==> config.mk <==
export PLATFORM = sky130hd
export DESIGN_NAME = lcd_bridge_request_decoder_flat
export DESIGN_NICKNAME = d
export VERILOG_FILES = /design/src/rtl/lbrd_pkg.sv /design/src/rtl/lbrd_if.sv /design/src/rtl/lbrd_result_unit.sv /design/src/rtl/lcd_bridge_request_decoder.sv /design/src/flat_wrapper.sv
export SDC_FILE = /design/constraint.sdc
export NUM_CORES = 1
export LEC_CHECK = 0
export BUFFER_PORTS_ARGS = -buffer_cell sky130_fd_sc_hd__buf_2
export CAP_MARGIN = 20
export CORE_MARGIN = 3
export CORE_UTILIZATION = 59
export DETAILED_ROUTE_END_ITERATION = 16
export GPL_TIMING_DRIVEN = 0
export PLACE_DENSITY = 0.9
export SLEW_MARGIN = 40
export SYNTH_ARGS = -nofsm -noshare
export SYNTH_HDL_FRONTEND = slang
export SYNTH_HIERARCHICAL = 1
export SYNTH_SLANG_ARGS = --single-unit
==> constraint.sdc <==
create_clock -name clk -period 5 [get_ports clk]
set_input_delay 0.25 -clock clk [delete_from_list [all_inputs] [get_ports clk]]
set_output_delay 0.25 -clock clk [all_outputs]
set_load 0.02 [all_outputs]
==> src/rtl/lbrd_pkg.sv <==
package lbrd_pkg;

	// Operation codes carried in bits 7..5 of the request byte.
	localparam logic [2:0] OP_ECHO = 3'd0;
	localparam logic [2:0] OP_CMD  = 3'd1;
	localparam logic [2:0] OP_DATA = 3'd2;
	localparam logic [2:0] OP_SET  = 3'd3;
	localparam logic [2:0] OP_GET  = 3'd4;

	// Target codes for set and get.
	localparam logic [1:0] TGT_CONTRAST   = 2'd0;
	localparam logic [1:0] TGT_BRIGHTNESS = 2'd1;
	localparam logic [1:0] TGT_VERSION    = 2'd0;
	localparam logic [1:0] TGT_KEYS       = 2'd1;
	localparam logic [1:0] TGT_CTRL_MAP   = 2'd2;

	// Result kinds.
	localparam logic [1:0] KIND_CMD   = 2'd0;
	localparam logic [1:0] KIND_DATA  = 2'd1;
	localparam logic [1:0] KIND_REPLY = 2'd2;

	// Firmware version reported by get.
	localparam logic [7:0] VER_MAJOR = 8'd1;
	localparam logic [7:0] VER_MINOR = 8'd9;

	localparam logic [1:0] REPLY_LEN_FULL = 2'd2;
	localparam logic [1:0] REPLY_LEN_NONE = 2'd0;
	localparam logic [7:0] LEVEL_RESET    = 8'hFF;
	localparam logic [2:0] MAX_WRITES     = 3'd4;

	typedef struct packed {
		logic [7:0] request_code;
		logic [7:0] arg_byte0;
		logic [7:0] arg_byte1;
		logic [7:0] arg_byte2;
		logic [7:0] arg_byte3;
		logic       key_one_level;
		logic       key_two_level;
	} req_t;

	typedef struct packed {
		logic [1:0] item_kind;
		logic [1:0] write_targets;
		logic [7:0] write_byte;
		logic [1:0] reply_length;
		logic [7:0] reply_first;
		logic [7:0] reply_second;
		logic [7:0] contrast_level;
		logic [7:0] brightness_level;
		logic       last_of_run;
	} res_t;

	// Decoded request held by the sequencer for the whole run.
	typedef struct packed {
		logic [2:0]      op;
		logic [1:0]      target;
		logic [1:0]      masked;
		logic [2:0]      writes;
		logic [3:0][7:0] args;
		logic            key_one;
		logic            key_two;
	} job_t;

endpackage

==> src/rtl/lbrd_if.sv <==
interface lbrd_req_if;
	import lbrd_pkg::*;

	logic valid;
	logic ready;
	req_t data;

	modport source (output valid, output data, input ready);
	modport sink (input valid, input data, output ready);
endinterface

interface lbrd_res_if;
	import lbrd_pkg::*;

	logic valid;
	logic ready;
	res_t data;

	modport source (output valid, output data, input ready);
	modport sink (input valid, input data, output ready);
endinterface

==> src/rtl/lbrd_result_unit.sv <==
module lbrd_result_unit (
	input  lbrd_pkg::job_t job,
	input  logic [2:0]     step,
	input  logic [1:0]     installed,
	output lbrd_pkg::res_t result
);
	import lbrd_pkg::*;

	// Builds the result for one step of the run: a write while steps remain,
	// the reply after them. The sequencer adds the stored levels.
	always_comb begin
		result = '0;
		if (step < job.writes) begin
			result.item_kind     = (job.op == OP_CMD) ? KIND_CMD : KIND_DATA;
			result.write_targets = job.masked;
			result.write_byte    = job.args[step[1:0]];
		end else begin
			result.item_kind   = KIND_REPLY;
			result.last_of_run = 1'b1;
			case (job.op)
				OP_ECHO: begin
					result.reply_length = REPLY_LEN_FULL;
					result.reply_first  = job.args[0];
					result.reply_second = job.args[1];
				end
				OP_GET: begin
					case (job.target)
						TGT_VERSION: begin
							result.reply_length = REPLY_LEN_FULL;
							result.reply_first  = VER_MAJOR;
							result.reply_second = VER_MINOR;
						end
						TGT_KEYS: begin
							result.reply_length = REPLY_LEN_FULL;
							result.reply_first  = {6'd0, ~job.key_two, ~job.key_one};
						end
						TGT_CTRL_MAP: begin
							result.reply_length = REPLY_LEN_FULL;
							result.reply_first  = {6'd0, installed};
						end
						default: begin
							result.reply_length = REPLY_LEN_NONE;
						end
					endcase
				end
				default: begin
					result.reply_length = REPLY_LEN_NONE;
				end
			endcase
		end
	end
endmodule

==> src/rtl/lcd_bridge_request_decoder.sv <==
// Channel  Direction  Contents
// req      sink       request byte, four argument bytes, two key levels
// res      source     LCD command/data writes, then one reply marked last
// cfg      write      installed controller bitmap, write enable and data
//
// A request is taken in IDLE, then one result leaves per cycle from the output
// register while res is not stalled: its writes in order, then the reply.
// The step counter walking the shared result builder sets this order.
// A stall on res holds the output register and the sequencer; req is ready
// again once the reply has been loaded. Reset clears the map and sets both
// levels to full scale.
module lcd_bridge_request_decoder (
	input  logic             clk,
	input  logic             arst_n,
	lbrd_req_if.sink         req,
	lbrd_res_if.source       res,
	input  logic             cfg_we,
	input  logic [1:0]       cfg_wdata
);
	import lbrd_pkg::*;

	typedef enum logic {
		IDLE,
		RUN
	} state_t;

	state_t     state_q;
	job_t       job_q;
	logic [2:0] step_q;
	logic [1:0] installed_q;
	logic [7:0] contrast_q;
	logic [7:0] brightness_q;
	logic       res_valid_q;
	res_t       res_q;
	res_t       built;
	res_t       res_next;
	logic       req_fire;
	logic       load;
	logic [2:0] op;
	logic [1:0] target;
	logic [1:0] masked;

	assign req.ready = (state_q == IDLE);
	assign req_fire  = req.valid && req.ready;
	assign load      = (state_q == RUN) && (!res_valid_q || res.ready);
	assign res.valid = res_valid_q;
	assign res.data  = res_q;

	// Field decode of the incoming request byte.
	assign op     = req.data.request_code[7:5];
	assign target = req.data.request_code[4:3];
	assign masked = target & installed_q;

	lbrd_result_unit u_result (
		.job       (job_q),
		.step      (step_q),
		.installed (installed_q),
		.result    (built)
	);

	// Configuration register.
	always_ff @(posedge clk or negedge arst_n) begin
		if (!arst_n) begin
			installed_q <= '0;
		end else if (cfg_we) begin
			installed_q <= cfg_wdata;
		end
	end

	// Sequencer: capture the request, then step through its results.
	always_ff @(posedge clk or negedge arst_n) begin
		if (!arst_n) begin
			state_q      <= IDLE;
			step_q       <= '0;
			contrast_q   <= LEVEL_RESET;
			brightness_q <= LEVEL_RESET;
			job_q        <= '0;
		end else begin
			case (state_q)
				IDLE: begin
					if (req_fire) begin
						job_q.op      <= op;
						job_q.target  <= target;
						job_q.masked  <= masked;
						job_q.writes  <= ((op == OP_CMD || op == OP_DATA) && masked != 2'd0)
							? {1'b0, req.data.request_code[1:0]} + 3'd1 : 3'd0;
						job_q.args    <= {req.data.arg_byte3, req.data.arg_byte2,
							req.data.arg_byte1, req.data.arg_byte0};
						job_q.key_one <= req.data.key_one_level;
						job_q.key_two <= req.data.key_two_level;
						step_q        <= '0;
						state_q       <= RUN;
						// Set takes effect before any result of this request leaves.
						if (op == OP_SET && target == TGT_CONTRAST) begin
							contrast_q <= req.data.arg_byte0;
						end else if (op == OP_SET && target == TGT_BRIGHTNESS) begin
							brightness_q <= req.data.arg_byte0;
						end
					end
				end
				RUN: begin
					if (load) begin
						step_q <= step_q + 3'd1;
						if (built.last_of_run) begin
							state_q <= IDLE;
						end
					end
				end
				default: begin
					state_q <= IDLE;
				end
			endcase
		end
	end

	// Output register valid flag.
	always_ff @(posedge clk or negedge arst_n) begin
		if (!arst_n) begin
			res_valid_q <= 1'b0;
		end else if (load) begin
			res_valid_q <= 1'b1;
		end else if (res.ready) begin
			res_valid_q <= 1'b0;
		end
	end

	// Built result with the stored levels filled in.
	always_comb begin
		res_next                  = built;
		res_next.contrast_level   = contrast_q;
		res_next.brightness_level = brightness_q;
	end

	// Output register payload.
	always_ff @(posedge clk) begin
		if (load) begin
			res_q <= res_next;
		end
	end

`ifndef NO_ASSERTIONS
	// The step counter never runs past the reply step.
	a_step_bound: assert property (@(posedge clk) disable iff (!arst_n)
		(state_q == RUN) |-> (step_q <= job_q.writes))
		else $error("step counter beyond reply step");

	// No run asks for more than four writes.
	a_writes_bound: assert property (@(posedge clk) disable iff (!arst_n)
		(state_q == RUN) |-> (job_q.writes <= MAX_WRITES))
		else $error("write count out of range");

	// A loaded reply closes the run and frees the request side.
	a_reply_ends_run: assert property (@(posedge clk) disable iff (!arst_n)
		(load && built.item_kind == KIND_REPLY) |=> (state_q == IDLE))
		else $error("run did not end after reply");
`endif
endmodule

==> src/flat_wrapper.sv <==
// flat-port wrapper written by rule: the top's interface ports become plain ports
module lcd_bridge_request_decoder_flat import lbrd_pkg::*;
  (clk, arst_n, cfg_we, cfg_wdata, req_valid, req_data, req_ready, res_valid, res_data, res_ready);
  lbrd_req_if req_i ();
  lbrd_res_if res_i ();
  input  logic clk;
  input  logic arst_n;
  input  logic cfg_we;
  input  logic [1:0] cfg_wdata;
  input wire logic [$bits(req_i.valid)-1:0] req_valid;
  input wire logic [$bits(req_i.data)-1:0] req_data;
  output wire logic [$bits(req_i.ready)-1:0] req_ready;
  output wire logic [$bits(res_i.valid)-1:0] res_valid;
  output wire logic [$bits(res_i.data)-1:0] res_data;
  input wire logic [$bits(res_i.ready)-1:0] res_ready;
  assign req_i.valid = req_valid;
  assign req_i.data = req_data;
  assign req_ready = req_i.ready;
  assign res_valid = res_i.valid;
  assign res_data = res_i.data;
  assign res_i.ready = res_ready;
  lcd_bridge_request_decoder u_core (.clk(clk), .arst_n(arst_n), .req(req_i), .res(res_i), .cfg_we(cfg_we), .cfg_wdata(cfg_wdata));
endmodule
==> impl_metrics.env <==
export IMPL_end_kind="register"
export IMPL_diodes=0
export IMPL_cap_violations=0
export IMPL_core_region_area_sq_mm=0.00745
export IMPL_hold_path_class="primary input to register"
export IMPL_avgViaCountPerCell=5.75
export IMPL_vias=3652
export IMPL_root_buffer="clkbuf_8"
export IMPL_status="completed"
export IMPL_synthToLayoutAreaGrowth_pct=34.2
export IMPL_path_max_fanout=8
export IMPL_syn_num_nets=421
export IMPL_grt_max_degree=42
export IMPL_dr_pass1_iters=5
export IMPL_cts_resized=0
export IMPL_fin_setup_tns_ps=0
export IMPL_dieArea_sq_mm=0.00900
export IMPL_dp_hpwl_um=7510
export IMPL_hold_viol=0
export IMPL_die_x_um=94.9
export IMPL_yosys_warnings=6
export IMPL_setup_violations=0
export IMPL_drc=0
export IMPL_initial_core_util_pct=62.6
export IMPL_clk_pin_slew_worst_paths_ps=60
export IMPL_die_h_um=94.9
export IMPL_place_congestion=0.935
export IMPL_syn_area_sq_mm=0.00466
export IMPL_path_class="register to register"
export IMPL_grt_pass1_wl_um=20100
export IMPL_crit_required_ps=5430
export IMPL_start_kind="register"
export IMPL_cts_sinks=114
export IMPL_postRouteAntennaNets=0
export IMPL_worst_slack_ps=3010
export IMPL_antenna_found_initial=0
export IMPL_cts_buffers=17
export IMPL_grt_pass1_vias=3861
export IMPL_wl_per_cell_um=20.2
export IMPL_powerDensity_mw_per_mm2=670
export IMPL_drt_total_wl_um=12800
export IMPL_period_share_pct=39.8
export IMPL_syn_inst=368
export IMPL_cts_setup_buffers=0
export IMPL_gr_total_overflow=0
export IMPL_clkLatencyLatePin_ps=510
export IMPL_holdBufCountCts=38
export IMPL_mostFrequentLayoutCell="nand2_1"
export IMPL_clock_fmax_mhz=503
export IMPL_worstPathCellList="nand2b_1, buf_4, nor4_4, mux2_2"
export IMPL_postSynthAreaPerCell_sq_um=12.7
export IMPL_critPathMaxStageDelay_ps=650
export IMPL_cts_tree="yes"
export IMPL_rows=31
export IMPL_slowest_stage="nor4_4"
export IMPL_leakagePower_nw=2.86
export IMPL_skew_ps=9.35
export IMPL_tightest_slew_ps=764
export IMPL_rsz0062_at_grt="no"
export IMPL_layout_min_cycle_time_ps=1990
export IMPL_grt_usage_pct=30.8
export IMPL_final_cell_mix="nand2_1 (131), buf_2 (95), dfrtp_1 (51)"
export IMPL_place_ws_ps=3120
export IMPL_irDropWorstVdd_uv=361
export IMPL_maxSlewViolCount=0
export IMPL_final_util_pct=84.0
export IMPL_nets=576
export IMPL_slew_headroom_pct=48.7
export IMPL_htreeDepth=4
export IMPL_cts_path_max_buffers=2
export IMPL_ios=98
export IMPL_worstPathArrival_ps=2420
export IMPL_drtIter0Drc=324
export IMPL_io_buffers=96
export IMPL_drive_gt1_share_pct=35.3
## critical path, delay by kind of cell, from the launching register on
kind / cells / cell delay [ps]
buf+inv: 1 / 180
flops: 1 / 440
mux: 1 / 440
simple gates: 2 / 840
## sequential cells by signal (all words and copies together) (netlist names)
register and flops:
u_core/brightness_q 8, u_core/contrast_q 8, u_core/installed_q 2, u_core/job_q 44, u_core/res.data 47, u_core/res.valid 1, u_core/state_q 1, u_core/step_q 3
## per-layer routing
layer	global-route usage, %	wire [um]	part of all wire, %
met1	35.6	4590	36
met2	51.8	6570	51
met3	8.61	970	7.6
met4	16.9	670	5.2
met5	0	0	0
## area by class of cell
class | instances | area [sq um]
flip-flops and latches | 114 | 3110
fillers | 376 | 1190
plain buffers | 20 | 116
clock inverters | 12 | 105
inverters | 6 | 27.5
multi-input cells | 228 | 1410
well taps | 99 | 124
repair buffers | 136 | 903
clock buffers | 20 | 457
## through the flow
step	power [mW]	hold slack [ps]	area, sq um	std cells
2_1_floorplan	2.52	-45.6	4660	368
3_3_place_gp	2.85	442	5270	563
3_5_place_dp	2.95	181	5310	565
4_1_cts	4.13	2.36	6250	635
5_1_grt	4.38	22.8	6250	635
6_report	4.19	19.9	6250	635
## where the power goes
group	switching [mW]	internal (mW)	total [mW]
Sequential	0.241	1.46	1.70
Combinational	0.841	0.517	1.36
Clock	0.430	0.699	1.13
Total	1.51	2.68	4.19
## final timing paths
path | from | end | slack, ps | cells past startpoint
max in group asynchronous | arst_n | u_core/contrast_q[2] | 4220 | 3
min | cfg_we | u_core/installed_q[0] | 20 | 2
max | u_core/state_q | u_core/contrast_q[3] | 3010 | 4
max reg2reg | u_core/state_q | u_core/contrast_q[3] | 3010 | 4
min reg2reg | u_core/job_q[37] | u_core/job_q[37] | 480 | 2
min in group asynchronous | arst_n | u_core/job_q[13] | 180 | 2
Note: power is estimated with default switching activity, not from simulation.
